==> src/rtl/core/assert_macros.svh <==
// Assertion helpers shared by the RTL.
`ifndef ASSERT_MACROS_SVH
`define ASSERT_MACROS_SVH

`ifndef SYNTHESIS
`define ASSERT_PROP(lbl, clk, rst_n, prop) \
  lbl: assert property (@(posedge clk) disable iff (!rst_n) prop) \
    else $error("assertion failed");
`define ASSERT_NEVER(lbl, clk, rst_n, expr) \
  lbl: assert property (@(posedge clk) disable iff (!rst_n) !(expr)) \
    else $error("forbidden condition seen");
`else
`define ASSERT_PROP(lbl, clk, rst_n, prop)
`define ASSERT_NEVER(lbl, clk, rst_n, expr)
`endif

`endif

==> src/rtl/core/bqc_pkg.sv <==
package bqc_pkg;

  localparam int MAX_SECTIONS_DEF = 8;
  localparam int SAMPLE_BITS_DEF  = 16;

  localparam int COEFS_PER_SEC = 5;
  localparam int COEF_W        = 16;
  localparam int COEF_FRAC     = 14;
  localparam int DELAY_W       = 32;
  localparam int NSEC_W        = 4;
  localparam int SEC_IN_W      = 3;
  localparam int SLOT_W        = 3;
  localparam int CFG_DATA_W    = 32;
  localparam int CFG_ADDR_W    = 3;
  localparam int PC_W          = 4;

  // input func codes
  localparam logic FUNC_FILTER = 1'b0;
  localparam logic FUNC_COEF   = 1'b1;

  // register index, taken from paddr[2]
  localparam logic REG_NUM_SECTIONS = 1'b0;
  localparam logic REG_GAIN         = 1'b1;

  // coefficient slots within a section
  localparam logic [SLOT_W-1:0] SLOT_B0 = 3'd0;
  localparam logic [SLOT_W-1:0] SLOT_B1 = 3'd1;
  localparam logic [SLOT_W-1:0] SLOT_B2 = 3'd2;
  localparam logic [SLOT_W-1:0] SLOT_A1 = 3'd3;
  localparam logic [SLOT_W-1:0] SLOT_A2 = 3'd4;

  // program addresses
  localparam logic [PC_W-1:0] STEP_GAIN_MUL = 4'd0;
  localparam logic [PC_W-1:0] STEP_GAIN_RND = 4'd1;
  localparam logic [PC_W-1:0] STEP_SEC_B0   = 4'd2;
  localparam logic [PC_W-1:0] STEP_SEC_Y    = 4'd3;
  localparam logic [PC_W-1:0] STEP_SEC_B2   = 4'd4;
  localparam logic [PC_W-1:0] STEP_SEC_A1   = 4'd5;
  localparam logic [PC_W-1:0] STEP_SEC_A2   = 4'd6;
  localparam logic [PC_W-1:0] STEP_SEC_WB   = 4'd7;
  localparam logic [PC_W-1:0] STEP_OUT      = 4'd8;

  typedef enum logic {MA_GAIN = 1'b0, MA_COEF = 1'b1} mul_a_t;
  typedef enum logic {MB_X = 1'b0, MB_Y = 1'b1} mul_b_t;

  typedef enum logic [2:0] {
    A1_HOLD  = 3'd0,
    A1_ZERO  = 3'd1,
    A1_LD_D1 = 3'd2,
    A1_LD_D2 = 3'd3,
    A1_ADD   = 3'd4,
    A1_SUB   = 3'd5
  } acc1_op_t;

  typedef enum logic {A2_HOLD = 1'b0, A2_LD_PROD = 1'b1} acc2_op_t;

  typedef enum logic [1:0] {
    JMP_NONE  = 2'd0,  // fall through
    JMP_NOSEC = 2'd1,  // skip to output when no section is in use
    JMP_LOOP  = 2'd2,  // next section or output
    JMP_DONE  = 2'd3   // hand result to output register, then idle
  } jump_t;

  // all-zero word is a no-op
  typedef struct packed {
    logic              mul_en;
    mul_a_t            mul_a;
    mul_b_t            mul_b;
    acc1_op_t          acc1_op;
    acc2_op_t          acc2_op;
    logic              rd_en;
    logic              rd_adv;   // read from next section's base
    logic [SLOT_W-1:0] rd_slot;
    logic              x_ld;     // x <= rounded value
    logic              y_ld;     // y <= rounded value
    logic              wb;       // write delays, x <= y, advance section
    jump_t             jump;
  } ctl_t;

  function automatic ctl_t ucode(input logic [PC_W-1:0] pc);
    ctl_t c;
    c = '0;
    case (pc)
      STEP_GAIN_MUL: begin
        c.mul_en  = 1'b1;
        c.mul_a   = MA_GAIN;
        c.mul_b   = MB_X;
        c.acc1_op = A1_ZERO;
      end
      STEP_GAIN_RND: begin
        c.x_ld    = 1'b1;
        c.rd_en   = 1'b1;
        c.rd_slot = SLOT_B0;
        c.jump    = JMP_NOSEC;
      end
      STEP_SEC_B0: begin
        c.mul_en  = 1'b1;
        c.mul_a   = MA_COEF;
        c.mul_b   = MB_X;
        c.acc1_op = A1_LD_D1;
        c.rd_en   = 1'b1;
        c.rd_slot = SLOT_B1;
      end
      STEP_SEC_Y: begin
        c.y_ld    = 1'b1;
        c.mul_en  = 1'b1;
        c.mul_a   = MA_COEF;
        c.mul_b   = MB_X;
        c.acc1_op = A1_LD_D2;
        c.rd_en   = 1'b1;
        c.rd_slot = SLOT_B2;
      end
      STEP_SEC_B2: begin
        c.acc1_op = A1_ADD;
        c.mul_en  = 1'b1;
        c.mul_a   = MA_COEF;
        c.mul_b   = MB_X;
        c.rd_en   = 1'b1;
        c.rd_slot = SLOT_A1;
      end
      STEP_SEC_A1: begin
        c.acc2_op = A2_LD_PROD;
        c.mul_en  = 1'b1;
        c.mul_a   = MA_COEF;
        c.mul_b   = MB_Y;
        c.rd_en   = 1'b1;
        c.rd_slot = SLOT_A2;
      end
      STEP_SEC_A2: begin
        c.acc1_op = A1_SUB;
        c.mul_en  = 1'b1;
        c.mul_a   = MA_COEF;
        c.mul_b   = MB_Y;
      end
      STEP_SEC_WB: begin
        c.wb      = 1'b1;
        c.rd_en   = 1'b1;
        c.rd_adv  = 1'b1;
        c.rd_slot = SLOT_B0;
        c.jump    = JMP_LOOP;
      end
      STEP_OUT: begin
        c.jump = JMP_DONE;
      end
      default: begin
        c = '0;
      end
    endcase
    return c;
  endfunction

endpackage

==> src/rtl/core/bqc_datapath.sv <==
module bqc_datapath #(
  parameter int MAX_SECTIONS = bqc_pkg::MAX_SECTIONS_DEF,
  parameter int SAMPLE_BITS  = bqc_pkg::SAMPLE_BITS_DEF,
  localparam int CDEPTH  = bqc_pkg::COEFS_PER_SEC * MAX_SECTIONS,
  localparam int CADDR_W = $clog2(CDEPTH),
  localparam int SEC_W   = (MAX_SECTIONS > 1) ? $clog2(MAX_SECTIONS) : 1
) (
  input  logic                                 clk,
  input  logic                                 rst_n,
  input  bqc_pkg::ctl_t                        ctl,
  input  logic                                 start,
  input  logic signed [SAMPLE_BITS-1:0]        sample_in,
  input  logic signed [bqc_pkg::COEF_W-1:0]    gain,
  input  logic                                 coef_we,
  input  logic [CADDR_W-1:0]                   coef_waddr,
  input  logic signed [bqc_pkg::COEF_W-1:0]    coef_wdata,
  input  logic [CADDR_W-1:0]                   coef_raddr,
  input  logic [SEC_W-1:0]                     dly_idx,
  output logic signed [SAMPLE_BITS-1:0]        sample,
  output logic                                 sat
);

  localparam int PROD_W = bqc_pkg::COEF_W + SAMPLE_BITS;
  localparam int ACC_W  = ((PROD_W > bqc_pkg::DELAY_W) ? PROD_W : bqc_pkg::DELAY_W) + 2;
  localparam int DW     = bqc_pkg::DELAY_W;

  localparam logic signed [ACC_W-1:0] RND_HALF = ACC_W'(2 ** (bqc_pkg::COEF_FRAC - 1));
  localparam logic signed [ACC_W-1:0] S_MAX    = ACC_W'(2 ** (SAMPLE_BITS - 1) - 1);
  localparam logic signed [ACC_W-1:0] S_MIN    = -S_MAX - ACC_W'(1);
  localparam logic signed [ACC_W-1:0] D_MAX    = ACC_W'(64'sd2147483647);
  localparam logic signed [ACC_W-1:0] D_MIN    = -D_MAX - ACC_W'(1);

  // coefficient store, reads as zero until an entry is written
  logic signed [bqc_pkg::COEF_W-1:0] coef_mem [CDEPTH];
  logic [CDEPTH-1:0]                 coef_vld_r;
  logic signed [bqc_pkg::COEF_W-1:0] coef_raw_r;
  logic                              coef_rd_vld_r;
  logic signed [bqc_pkg::COEF_W-1:0] coef;

  logic signed [DW-1:0] dly1_r [MAX_SECTIONS];
  logic signed [DW-1:0] dly2_r [MAX_SECTIONS];

  logic signed [SAMPLE_BITS-1:0] x_r, y_r;
  logic signed [PROD_W-1:0]      prod_r;
  logic signed [ACC_W-1:0]       acc1_r, acc2_r;
  logic                          sat_r;

  logic signed [bqc_pkg::COEF_W-1:0] mul_a;
  logic signed [SAMPLE_BITS-1:0]     mul_b;
  logic signed [ACC_W-1:0]           prod_ext, d1_ext, d2_ext;
  logic signed [ACC_W-1:0]           rnd_sum, rnd_q, d2_sum;
  logic signed [SAMPLE_BITS-1:0]     rnd_val;
  logic                              rnd_clip;
  logic signed [DW-1:0]              d1_val, d2_val;
  logic                              d1_clip, d2_clip;

  always_ff @(posedge clk) begin
    if (coef_we) begin
      coef_mem[coef_waddr] <= coef_wdata;
    end
    coef_raw_r    <= coef_mem[coef_raddr];
    coef_rd_vld_r <= coef_vld_r[coef_raddr];
  end

  always_ff @(posedge clk) begin
    if (!rst_n) begin
      coef_vld_r <= '0;
    end else if (coef_we) begin
      coef_vld_r[coef_waddr] <= 1'b1;
    end
  end

  assign coef = coef_rd_vld_r ? coef_raw_r : '0;

  assign mul_a = (ctl.mul_a == bqc_pkg::MA_GAIN) ? gain : coef;
  assign mul_b = (ctl.mul_b == bqc_pkg::MB_X) ? x_r : y_r;

  assign prod_ext = {{(ACC_W-PROD_W){prod_r[PROD_W-1]}}, prod_r};
  assign d1_ext   = {{(ACC_W-DW){dly1_r[dly_idx][DW-1]}}, dly1_r[dly_idx]};
  assign d2_ext   = {{(ACC_W-DW){dly2_r[dly_idx][DW-1]}}, dly2_r[dly_idx]};

  // round half up at the coefficient binary point, then clip to a sample
  always_comb begin
    rnd_sum  = acc1_r + prod_ext + RND_HALF;
    rnd_q    = rnd_sum >>> bqc_pkg::COEF_FRAC;
    rnd_clip = 1'b0;
    if (rnd_q > S_MAX) begin
      rnd_val  = S_MAX[SAMPLE_BITS-1:0];
      rnd_clip = 1'b1;
    end else if (rnd_q < S_MIN) begin
      rnd_val  = S_MIN[SAMPLE_BITS-1:0];
      rnd_clip = 1'b1;
    end else begin
      rnd_val = rnd_q[SAMPLE_BITS-1:0];
    end
  end

  always_comb begin
    d2_sum  = acc2_r - prod_ext;
    d1_clip = 1'b0;
    d2_clip = 1'b0;
    if (acc1_r > D_MAX) begin
      d1_val  = D_MAX[DW-1:0];
      d1_clip = 1'b1;
    end else if (acc1_r < D_MIN) begin
      d1_val  = D_MIN[DW-1:0];
      d1_clip = 1'b1;
    end else begin
      d1_val = acc1_r[DW-1:0];
    end
    if (d2_sum > D_MAX) begin
      d2_val  = D_MAX[DW-1:0];
      d2_clip = 1'b1;
    end else if (d2_sum < D_MIN) begin
      d2_val  = D_MIN[DW-1:0];
      d2_clip = 1'b1;
    end else begin
      d2_val = d2_sum[DW-1:0];
    end
  end

  always_ff @(posedge clk) begin
    if (ctl.mul_en) begin
      prod_r <= mul_a * mul_b;
    end
    case (ctl.acc1_op)
      bqc_pkg::A1_HOLD:  acc1_r <= acc1_r;
      bqc_pkg::A1_ZERO:  acc1_r <= '0;
      bqc_pkg::A1_LD_D1: acc1_r <= d1_ext;
      bqc_pkg::A1_LD_D2: acc1_r <= d2_ext;
      bqc_pkg::A1_ADD:   acc1_r <= acc1_r + prod_ext;
      bqc_pkg::A1_SUB:   acc1_r <= acc1_r - prod_ext;
      default:           acc1_r <= acc1_r;
    endcase
    if (ctl.acc2_op == bqc_pkg::A2_LD_PROD) begin
      acc2_r <= prod_ext;
    end
    if (start) begin
      x_r <= sample_in;
    end else if (ctl.x_ld) begin
      x_r <= rnd_val;
    end else if (ctl.wb) begin
      x_r <= y_r;
    end
    if (ctl.y_ld) begin
      y_r <= rnd_val;
    end
  end

  always_ff @(posedge clk) begin
    if (!rst_n) begin
      for (int i = 0; i < MAX_SECTIONS; i++) begin
        dly1_r[i] <= '0;
        dly2_r[i] <= '0;
      end
    end else if (ctl.wb) begin
      dly1_r[dly_idx] <= d1_val;
      dly2_r[dly_idx] <= d2_val;
    end
  end

  always_ff @(posedge clk) begin
    if (!rst_n) begin
      sat_r <= 1'b0;
    end else if (start) begin
      sat_r <= 1'b0;
    end else begin
      sat_r <= sat_r | ((ctl.x_ld | ctl.y_ld) & rnd_clip) | (ctl.wb & (d1_clip | d2_clip));
    end
  end

  assign sample = x_r;
  assign sat    = sat_r;

endmodule

==> src/rtl/core/biquad_cascade_filter_top.sv <==
// Channel   Handshake            Payload
// input     in_valid/in_stall    in_func, in_sample_in, in_coef_section, in_coef_slot,
//                                in_coef_value
// output    out_valid/out_stall  out_sample_out, out_saturated
// config    APB psel/penable     paddr, pwdata, prdata (num_sections @0, gain @4)
//
// Sample: gain multiply and round steps, then B0, Y, B2, A1, A2 and WB per
// section in use (capped at MAX_SECTIONS), then the output step; every product
// comes from the single shared coefficient x sample multiplier.
// Coefficient write: no result.
// in_stall is high while a sample is in work; a full, stalled output register holds
// the sequencer at its last step, so the next item waits.
// Reset: one section, unity gain, delays cleared, coefficients read as zero.
`include "assert_macros.svh"

module biquad_cascade_filter_top #(
  parameter int MAX_SECTIONS = bqc_pkg::MAX_SECTIONS_DEF,
  parameter int SAMPLE_BITS  = bqc_pkg::SAMPLE_BITS_DEF
) (
  input  logic                                   clk,
  input  logic                                   rst_n,
  input  logic                                   in_valid,
  output logic                                   in_stall,
  input  logic                                   in_func,
  input  logic signed [SAMPLE_BITS-1:0]          in_sample_in,
  input  logic [bqc_pkg::SEC_IN_W-1:0]           in_coef_section,
  input  logic [bqc_pkg::SLOT_W-1:0]             in_coef_slot,
  input  logic signed [bqc_pkg::COEF_W-1:0]      in_coef_value,
  output logic                                   out_valid,
  input  logic                                   out_stall,
  output logic signed [SAMPLE_BITS-1:0]          out_sample_out,
  output logic                                   out_saturated,
  input  logic                                   psel,
  input  logic                                   penable,
  input  logic                                   pwrite,
  input  logic [bqc_pkg::CFG_ADDR_W-1:0]         paddr,
  input  logic [bqc_pkg::CFG_DATA_W-1:0]         pwdata,
  output logic [bqc_pkg::CFG_DATA_W-1:0]         prdata,
  output logic                                   pready
);

  localparam int CDEPTH  = bqc_pkg::COEFS_PER_SEC * MAX_SECTIONS;
  localparam int CADDR_W = $clog2(CDEPTH);
  localparam int BASE_W  = $clog2(CDEPTH + 1);
  localparam int SEC_W   = (MAX_SECTIONS > 1) ? $clog2(MAX_SECTIONS) : 1;
  localparam int CNT_W   = $clog2(MAX_SECTIONS + 1);

  typedef enum logic [1:0] {
    ST_IDLE = 2'b01,
    ST_RUN  = 2'b10
  } seq_state_t;

  seq_state_t                        state_r, state_nxt;
  logic [bqc_pkg::PC_W-1:0]          pc_r, pc_nxt;
  logic [CNT_W-1:0]                  sec_cnt_r;
  logic [BASE_W-1:0]                 base_r;
  logic [bqc_pkg::NSEC_W-1:0]        num_sections_r;
  logic signed [bqc_pkg::COEF_W-1:0] gain_r;
  logic                              out_valid_r;
  logic signed [SAMPLE_BITS-1:0]     out_sample_r;
  logic                              out_sat_r;

  bqc_pkg::ctl_t                     ctl;
  logic                              in_acc, start, coef_we, cfg_we;
  logic                              out_free, out_load, more_sec;
  logic [CNT_W-1:0]                  sec_count;
  logic [BASE_W-1:0]                 rd_base, rd_sum;
  logic [CADDR_W-1:0]                coef_waddr, coef_raddr;
  logic signed [SAMPLE_BITS-1:0]     dp_sample;
  logic                              dp_sat;

  // configuration port
  assign pready = 1'b1;
  assign cfg_we = psel & penable & pwrite & pready;

  always_ff @(posedge clk) begin
    if (!rst_n) begin
      num_sections_r <= bqc_pkg::NSEC_W'(1);
      gain_r         <= bqc_pkg::COEF_W'(16384);
    end else if (cfg_we) begin
      if (paddr[2] == bqc_pkg::REG_NUM_SECTIONS) begin
        num_sections_r <= pwdata[bqc_pkg::NSEC_W-1:0];
      end else begin
        gain_r <= pwdata[bqc_pkg::COEF_W-1:0];
      end
    end
  end

  assign prdata = (paddr[2] == bqc_pkg::REG_GAIN)
                ? {{(bqc_pkg::CFG_DATA_W - bqc_pkg::COEF_W){gain_r[bqc_pkg::COEF_W-1]}}, gain_r}
                : {{(bqc_pkg::CFG_DATA_W - bqc_pkg::NSEC_W){1'b0}}, num_sections_r};

  assign sec_count = (int'(num_sections_r) > MAX_SECTIONS) ? CNT_W'(MAX_SECTIONS)
                                                           : CNT_W'(num_sections_r);

  // input side
  assign in_stall = (state_r != ST_IDLE);
  assign in_acc   = in_valid & ~in_stall;
  assign start    = in_acc & (in_func == bqc_pkg::FUNC_FILTER);
  assign coef_we  = in_acc & (in_func == bqc_pkg::FUNC_COEF)
                  & (in_coef_slot <= bqc_pkg::SLOT_A2)
                  & (int'(in_coef_section) < MAX_SECTIONS);
  assign coef_waddr = CADDR_W'(int'(in_coef_section) * bqc_pkg::COEFS_PER_SEC
                               + int'(in_coef_slot));

  // sequencer
  assign ctl = (state_r == ST_RUN) ? bqc_pkg::ucode(pc_r) : '0;

  assign rd_base    = ctl.rd_adv ? (base_r + BASE_W'(bqc_pkg::COEFS_PER_SEC)) : base_r;
  assign rd_sum     = rd_base + BASE_W'(ctl.rd_slot);
  assign coef_raddr = rd_sum[CADDR_W-1:0];

  assign more_sec = ((CNT_W+1)'(sec_cnt_r) + (CNT_W+1)'(1)) < (CNT_W+1)'(sec_count);
  assign out_free = ~out_valid_r | ~out_stall;
  assign out_load = (ctl.jump == bqc_pkg::JMP_DONE) & out_free;

  always_comb begin
    state_nxt = state_r;
    pc_nxt    = pc_r;
    if (start) begin
      state_nxt = ST_RUN;
      pc_nxt    = bqc_pkg::STEP_GAIN_MUL;
    end else if (state_r == ST_RUN) begin
      case (ctl.jump)
        bqc_pkg::JMP_NONE: begin
          pc_nxt = pc_r + bqc_pkg::PC_W'(1);
        end
        bqc_pkg::JMP_NOSEC: begin
          pc_nxt = (sec_count == '0) ? bqc_pkg::STEP_OUT : pc_r + bqc_pkg::PC_W'(1);
        end
        bqc_pkg::JMP_LOOP: begin
          pc_nxt = more_sec ? bqc_pkg::STEP_SEC_B0 : bqc_pkg::STEP_OUT;
        end
        bqc_pkg::JMP_DONE: begin
          if (out_free) begin
            state_nxt = ST_IDLE;
            pc_nxt    = bqc_pkg::STEP_GAIN_MUL;
          end
        end
        default: begin
          pc_nxt = pc_r;
        end
      endcase
    end
  end

  always_ff @(posedge clk) begin
    if (!rst_n) begin
      state_r   <= ST_IDLE;
      pc_r      <= bqc_pkg::STEP_GAIN_MUL;
      sec_cnt_r <= '0;
      base_r    <= '0;
    end else begin
      state_r <= state_nxt;
      pc_r    <= pc_nxt;
      if (start) begin
        sec_cnt_r <= '0;
        base_r    <= '0;
      end else if (ctl.wb) begin
        sec_cnt_r <= sec_cnt_r + CNT_W'(1);
        base_r    <= base_r + BASE_W'(bqc_pkg::COEFS_PER_SEC);
      end
    end
  end

  bqc_datapath #(
    .MAX_SECTIONS (MAX_SECTIONS),
    .SAMPLE_BITS  (SAMPLE_BITS)
  ) u_datapath (
    .clk        (clk),
    .rst_n      (rst_n),
    .ctl        (ctl),
    .start      (start),
    .sample_in  (in_sample_in),
    .gain       (gain_r),
    .coef_we    (coef_we),
    .coef_waddr (coef_waddr),
    .coef_wdata (in_coef_value),
    .coef_raddr (coef_raddr),
    .dly_idx    (sec_cnt_r[SEC_W-1:0]),
    .sample     (dp_sample),
    .sat        (dp_sat)
  );

  // output register frees the sequencer for the next transaction
  always_ff @(posedge clk) begin
    if (!rst_n) begin
      out_valid_r <= 1'b0;
    end else if (out_load) begin
      out_valid_r <= 1'b1;
    end else if (~out_stall) begin
      out_valid_r <= 1'b0;
    end
  end

  always_ff @(posedge clk) begin
    if (out_load) begin
      out_sample_r <= dp_sample;
      out_sat_r    <= dp_sat;
    end
  end

  assign out_valid      = out_valid_r;
  assign out_sample_out = out_sample_r;
  assign out_saturated  = out_sat_r;

  `ASSERT_PROP(a_pc_range, clk, rst_n, pc_r <= bqc_pkg::STEP_OUT)
  `ASSERT_PROP(a_sec_range, clk, rst_n, (state_r == ST_RUN) |-> (sec_cnt_r <= sec_count))
  `ASSERT_PROP(a_out_from_seq, clk, rst_n, $rose(out_valid_r) |-> $past(pc_r == bqc_pkg::STEP_OUT))
  `ASSERT_PROP(a_sample_starts, clk, rst_n, start |=> (state_r == ST_RUN))
  `ASSERT_NEVER(a_coef_we_busy, clk, rst_n, coef_we && (state_r == ST_RUN))

endmodule
==> config.mk <==
export PLATFORM = sky130hd
export DESIGN_NAME = biquad_cascade_filter_top
export DESIGN_NICKNAME = d
export VERILOG_FILES = /design/src/rtl/core/bqc_pkg.sv /design/src/rtl/core/bqc_datapath.sv /design/src/rtl/core/biquad_cascade_filter_top.sv
export VERILOG_INCLUDE_DIRS = /design/src /design/src/rtl/core
export SDC_FILE = /design/constraint.sdc
export NUM_CORES = 2
export LEC_CHECK = 0
export ABC_AREA = 1
export BUFFER_PORTS_ARGS = -buffer_cell sky130_fd_sc_hd__buf_4
export CAP_MARGIN = 40
export CORE_ASPECT_RATIO = 0.5
export CORE_MARGIN = 2
export CORE_UTILIZATION = 50
export DETAILED_ROUTE_END_ITERATION = 10
export MAX_ROUTING_LAYER = met4
export PLACE_DENSITY = 0.66
export SLEW_MARGIN = 5
export SYNTH_ARGS = -nofsm -noshare
export SYNTH_HDL_FRONTEND = slang
export SYNTH_SLANG_ARGS = --single-unit
==> constraint.sdc <==
create_clock -name clk -period 21.8 [get_ports clk]
set_input_delay 3.27 -clock clk [delete_from_list [all_inputs] [get_ports clk]]
set_output_delay 3.27 -clock clk [all_outputs]
set_load 0.05 [all_outputs]
Word level (Yosys, flattened, before mapping)
Memories as Yosys holds them, arrays and structs flattened. A register that Yosys moved wholly into a read port is not among the register bits.
Cells that the tools add are included.
{"block": "totals", "word_cells": 166, "out_inout_bits": 52, "memories": 3, "register_bits": 226, "ram_bits": 1152}
{"block": "classes", "n_mux": 62, "n_reduce_logical": 19, "order_cmp": 12, "n_mul": 2, "n_eq_ne": 20, "n_addsub": 10, "n_bitwise": 21}
{"memory": "u_datapath.coef_mem", "words": 40, "width": 16, "read_ports": 1, "rd_clocked_by_memory_dff": 1, "write_ports": 1, "line": "bqc_datapath.sv:34", "source": "logic signed [bqc_pkg::COEF_W-1:0] coef_mem [CDEPTH];"}
{"memory": "u_datapath.dly1_r", "words": 8, "width": 32, "read_ports": 1, "rd_clocked_by_memory_dff": 1, "write_ports": 8, "line": "bqc_datapath.sv:40", "source": "logic signed [DW-1:0] dly1_r [MAX_SECTIONS];"}
{"memory": "u_datapath.dly2_r", "words": 8, "width": 32, "read_ports": 1, "rd_clocked_by_memory_dff": 1, "write_ports": 8, "line": "bqc_datapath.sv:41", "source": "logic signed [DW-1:0] dly2_r [MAX_SECTIONS];"}
{"op": "two-way mux 32 bit", "count": 7}
{"op": "one-hot mux 34 bit (5 select lines)", "count": 1}
{"op": "two-way mux 16 bit", "count": 8}
{"op": "greater-than comparator 34 x 32 -> 1 bit (second input constant)", "count": 2}
{"op": "< comparator 34 x 32 -> 1 bit (second input constant)", "count": 2}
{"op": "OR reduction 32 bit", "count": 2}
{"op": "OR 40 bit", "count": 1}
{"op": "adder 34 x 15 -> 34 bit (second input constant)", "count": 1}
{"op": "adder 34 x 32 -> 34 bit", "count": 1}
{"op": "subtractor 34 x 32 -> 34 bit", "count": 1}
{"op": "subtractor 32 x 32 -> 33 bit", "count": 1}
{"op": "multiplier 16 x 16 -> 32 bit", "count": 1}
{"op": "two-way mux 1 bit", "count": 23}
{"op": "greater-than comparator 20 x 16 -> 1 bit (second input constant)", "count": 1}
{"op": "< comparator 20 x 16 -> 1 bit (second input constant)", "count": 1}
{"op": "two-way mux 3 bit", "count": 6}
{"op": "two-way mux 17 bit", "count": 1}
{"op": "equality test 4 x 3 -> 1 bit (second input constant)", "count": 4}
{"op": "two-way mux 4 bit", "count": 4}
{"op": "one-hot mux 4 bit (4 select lines)", "count": 1}
{"op": "one-hot mux 3 bit (5 select lines)", "count": 1}
{"op": "< comparator 6 x 7 -> 1 bit (second input constant)", "count": 2}
{"op": "adder 6 x 3 -> 6 bit", "count": 2}
{"op": "one-hot mux 3 bit (4 select lines)", "count": 1}
{"op": "38 further kinds", "count": 71}

Logic depth before layout (Yosys ltp)
{"block": "depth", "ltp_word": 9, "depth_mapped": 37, "ltp_nobuf": 36}

By module
Synthesis repeated with hierarchy kept, for this count alone.
{"block": "unflattened", "hier_cells": 7121, "area_unflattened_um2": 73297.8}
{"mod": "bqc_datapath", "area_each_um2": 70209.8, "instances": 1, "cells_each": 6715, "seq_area_each_um2": 39658.0}
{"mod": "biquad_cascade_filter_top", "area_each_um2": 3088.0, "instances": 1, "cells_each": 406, "seq_area_each_um2": 1251.2}

Worst setup path after synthesis
No wires, ideal clock.
{"block": "synth_timing", "path_type": "input to output", "start": "input paddr[2] (netlist name)", "end": "output prdata[0] (netlist name)", "required_time_ns": 18.530, "path_slack_ns": 13.971, "arrival_time_ns": 4.559, "n_path_buf": 1, "cell_stages": 2, "path_cell_list": "clkbuf_1 o21ai_0"}
{"block": "synth_via", "elab_chain_cells": 1}
{"item": "start: declaration", "line": "biquad_cascade_filter_top.sv:36", "source": "input logic [bqc_pkg::CFG_ADDR_W-1:0] paddr,"}
{"item": "two-way mux 32 bit", "line": "biquad_cascade_filter_top.sv:90", "source": "? {{(bqc_pkg::CFG_DATA_W - bqc_pkg::COEF_W){gain_r[bqc_pkg::COEF_W-1]}}, gain_r}"}
{"item": "end: declaration", "line": "biquad_cascade_filter_top.sv:38", "source": "output logic [bqc_pkg::CFG_DATA_W-1:0] prdata,"}
Every way passes these cells.

Worst setup path after layout
{"block": "layout_timing", "start": "register pc_r[2] (netlist name)", "end": "register u_datapath.prod_r[28], data pin"}
{"block": "layout_via", "elab_chain_cells": 6}
{"item": "start: declaration", "line": "biquad_cascade_filter_top.sv:54", "source": "logic [bqc_pkg::PC_W-1:0] pc_r, pc_nxt;"}
{"item": "start signal: assignment", "line": "biquad_cascade_filter_top.sv:150", "source": "pc_r <= bqc_pkg::STEP_GAIN_MUL;"}
{"item": "start signal: assignment", "line": "biquad_cascade_filter_top.sv:155", "source": "pc_r <= pc_nxt;"}
{"item": "equality test 4 x 3 -> 1 bit or equality test 4 x 2 -> 1 bit (tied branches)", "line": "bqc_pkg.sv:83", "source": "case (pc)"}
{"item": "OR reduction 3 bit (no source line) or OR reduction 2 bit (tied branches)"}
{"item": "one-hot mux 3 bit (3 select lines) (*)", "line": "bqc_pkg.sv:83"}
{"item": "two-way mux 17 bit (*)", "line": "biquad_cascade_filter_top.sv:107", "source": "assign ctl = (state_r == ST_RUN) ? bqc_pkg::ucode(pc_r) : '0;"}
{"item": "two-way mux 16 bit, on equally long branches", "line": "bqc_datapath.sv:75, bqc_datapath.sv:76"}
{"item": "multiplier 16 x 16 -> 32 bit (*)", "line": "bqc_datapath.sv:124", "source": "prod_r <= mul_a * mul_b;"}
{"item": "end signal: assignment", "line": "bqc_datapath.sv:124"}
{"item": "end: declaration", "line": "bqc_datapath.sv:44", "source": "logic signed [PROD_W-1:0] prod_r;"}
Mark *: on every way between the ends. The rest lies on a longest branch, timed or not.
A chain may end at the register's enable or synchronous reset.

==> metrics <==
required time of the critical path ~22000 ps; Clk pwr share around 39%; Nets between 8000 and 9000; Rel. slew slack between 30% and 40%; area grow syn2layout 9.509%; Synth Area in XOR/XNOR 1.135%; adder-cell share of the synthesized area 10.54%; cts hold-fix bufs 0; Final Hold Viols 0; proportion of layout cells with a drive suffix above 1 approximately 8.3%; Syn Std Cell Area 74710 sq um; Max Used Layer met4; total wire length between 200 and 250 mm; crit-path max FO 21; first-pass GRT wire length about 320 mm; Fin Clk Skew between 40 and 50 ps; Slew @ Worst Pin between 900 and 1000 ps; clock root buffer clkbuf_16; YS warnings 0; ANT nets after route 0; Slew Limit Fails 0; Layout Cells excl Fill ~9600; DRC errors left 0; cell leakage power 0.03234 uW; placed cells between 9000 and 10000; Synth cell types 60; Die W between 500 and 600 microns; die area around 150000 sq um; biggest area consumer among synthesized cells edfxtp_1; drt first-iter violations 6090; Worst-path clk slew ~70 ps; synth top area cells edfxtp_1, fa_1, nand2_1; Post-Syn Area per Cell between 9 and 10 sq um; Cells after Synth around 7500; CTS Buf Count 132; max incr delay on CP 570 ps; initial core utilization 50.30%; GRT Residual Overflow 0; post-synthesis mux area share less than 1%; largest net degree at the start of global routing between 100 and 150; critical path arrival slightly below 9000 ps; compound-gate portion of the synthesized area 11.50%; main flop type after synthesis edfxtp_1; # rows 100; Worst path slowest cell inv_1; largest family of logic cells by synthesized area simple AND/OR/NAND/NOR gates; core area approximately 150000 sq um; Wirelength per Cell between 20 and 25 microns; switching part of the total power 25.40%; Hold Path Class register to register; status complete, no violations; met3 WL 17.68 mm; dpl hpwl 138.1 mm; Setup TNS 0 ps; fraction of registers with async set/reset 0%; port bufs between 100 and 150; number of synthesized flops with an enable pin around 1300; clock sinks roughly 1400; RSZ-0062 raised after global routing no; CTS resizes 0; min cycle time layout 8388 ps; Max Fclk approximately 0.12 GHz; startpoint types register; peak supply drop 0.00008278 V; Internal around 4500 uW; share of the yosys chip area belonging to registers between 50% and 60%; vias 55220; period utilization between 30% and 40%; initial antenna violation count 1; Psw 1525 uW; die height ~280 microns; most common cell type on the critical path inv_1; final instance area just over 80000 sq um; Gate power share around 11%; CTS tree done; Yosys top cell area share ~52%; routability congestion estimate 1.028; Longest Clk Path Bufs 3; Metal-1 WL roughly 91 mm; H-tree lvl count 4; placed cell areas roughly 78000 sq um; Max-Cap Viols 0; total track usage 28.77%; Syn Nets between 8000 and 9000; TritonRoute pass-1 iters 6; vias in the first global route roughly 53000; Yosys reg bits about 1400; # IOs around 130; Setup crit end kind register; via/cell ratio approximately 5.8; Final Setup Violations 0; Worst-Skew Late Latency 780 ps; Pwr per Cell Area around 73 nW/um^2; Seq pwr share 50.1%; post-CTS setup buffers 0; met2 wire length just under 100 mm; simple-gate area share of the yosys netlist between 10% and 20%; Setup CP Type register to register
[stage by stage]
step                      utilization, %  hold slack [ps]  power (uW)  setup WS (ps)
after global placement             52.10            445.2        3721          13210
final                              55.09            462.1        6004          13410
after detailed placement           52.20            446.7        3730          13430
after floorplan                        -            409.0        3535          13970
after global routing               55.09            469.7        6219          12800
after CTS                          55.09            462.0        6020          13410
[state kept, by name, summed over array words and instances (netlist names), 2 cells and up, named ones only]
register / cells
pc_r: 4
state_r: 2
num_sections_r: 4
sec_cnt_r: 4
u_datapath.coef_vld_r: 40
u_datapath.dly2_r: 256
u_datapath.acc2_r: 32
gain_r: 16
u_datapath.prod_r: 32
out_sample_out: 16
u_datapath.y_r: 16
u_datapath.acc1_r: 34
u_datapath.coef_mem: 640
u_datapath.dly1_r: 256
base_r: 6
u_datapath.coef_raw_r: 16
u_datapath.sample: 16
[kinds of logic after synthesis]
kind of cell | Yosys count
flip-flops | 1397
adder cells (fa/ha/maj) | 469
AND/OR/NAND/NOR | 2979
buffers and inverters | 1141
XOR/XNOR | 96
other | 1
AO/OA/AOI/OAI | 1434
multiplexers | 1
[critical path: cells and delay by family (launching register included)]
kind | cells | cell delay, ps
simple gates | 13 | 2220
flops | 1 | 420
buf+inv | 8 | 1450
xor+xnor | 1 | 150
compound gates | 3 | 510
fa+ha+maj | 7 | 3350
[cells in the mapped netlist (16+ instances only)]
cell type,n
nor3_1,24
nand3_1,179
o21ai_0,439
a22oi_1,19
nor2_1,1248
a21oi_2,27
inv_2,25
or2_2,17
nand4_1,50
nand2_2,43
xor2_1,65
nand2_1,1363
a32o_1,103
a31oi_1,34
clkbuf_1,330
o21ai_1,42
a21oi_1,463
o21bai_1,16
o22ai_1,149
inv_1,689
nor2_2,24
edfxtp_1,1299
fa_1,267
ha_1,202
buf_4,27
dfxtp_1,98
buf_2,24
buf_1,25
o211ai_1,20
xnor2_1,30
a221oi_1,38
[worst paths after layout]
path                                       start                               to  slack (ps)  depth (start not counted)
setup / recovery            pc_r[2]$_SDFFE_PP0P_  u_datapath.prod_r[28]$_DFFE_PP_       13410                         32
hold / removal    u_datapath.sample[6]$_DFFE_PP_      out_sample_out[6]$_DFFE_PP_         460                          0
setup reg to reg            pc_r[2]$_SDFFE_PP0P_  u_datapath.prod_r[28]$_DFFE_PP_       13410                         32
hold reg to reg   u_datapath.sample[6]$_DFFE_PP_      out_sample_out[6]$_DFFE_PP_         460                          0
[cell type report]
| type | count | area (sq um) |
|---|---|---|
| clock inverters | 91 | 863.3 |
| inverters | 727 | 2761 |
| well taps | 1989 | 2489 |
| multi-input cells | 4980 | 29380 |
| repair buffers | 243 | 1927 |
| clock buffers | 154 | 3417 |
| fillers | 12910 | 66700 |
| diodes | 2 | 5.005 |
| flip-flops and latches | 1397 | 40970 |
[power groups by stage]
stage / Sequential (uW) / Clock (uW) / Combinational (uW)
global placement: 3060 / 0 / 658
CTS: 3010 / 2350 / 669
floorplan: 3060 / 0 / 475
finish: 3010 / 2330 / 669
global route: 3010 / 2450 / 757
detailed placement: 3060 / 0 / 666
[routing by layer]
layer  track usage, %  up-vias
met5                -        -
met2            43.92     2275
met3            4.006      381
met1            39.53    27110
met4            10.15        0
li1                 -    25460
[cells in the final DEF, fill, tap and decap left out, types with 27 or more instances in the layout]
master	netlist	final
clkinv_2	0	38
nor2_1	1248	1246
a32o_1	103	103
edfxtp_1	1299	1299
buf_4	27	236
a21oi_2	27	27
o22ai_1	149	149
a31oi_1	34	34
a221oi_1	38	38
clkbuf_16	0	133
xor2_1	65	65
xnor2_1	30	28
o21ai_0	439	437
inv_1	689	679
clkinv_1	13	39
ha_1	202	201
dfxtp_1	98	96
a21oi_1	463	463
nand2_2	43	45
nand4_1	50	50
nand3_1	179	178
nand2_1	1363	1353
fa_1	267	266
o21ai_1	42	44
Power figures use the tool's default switching activity.
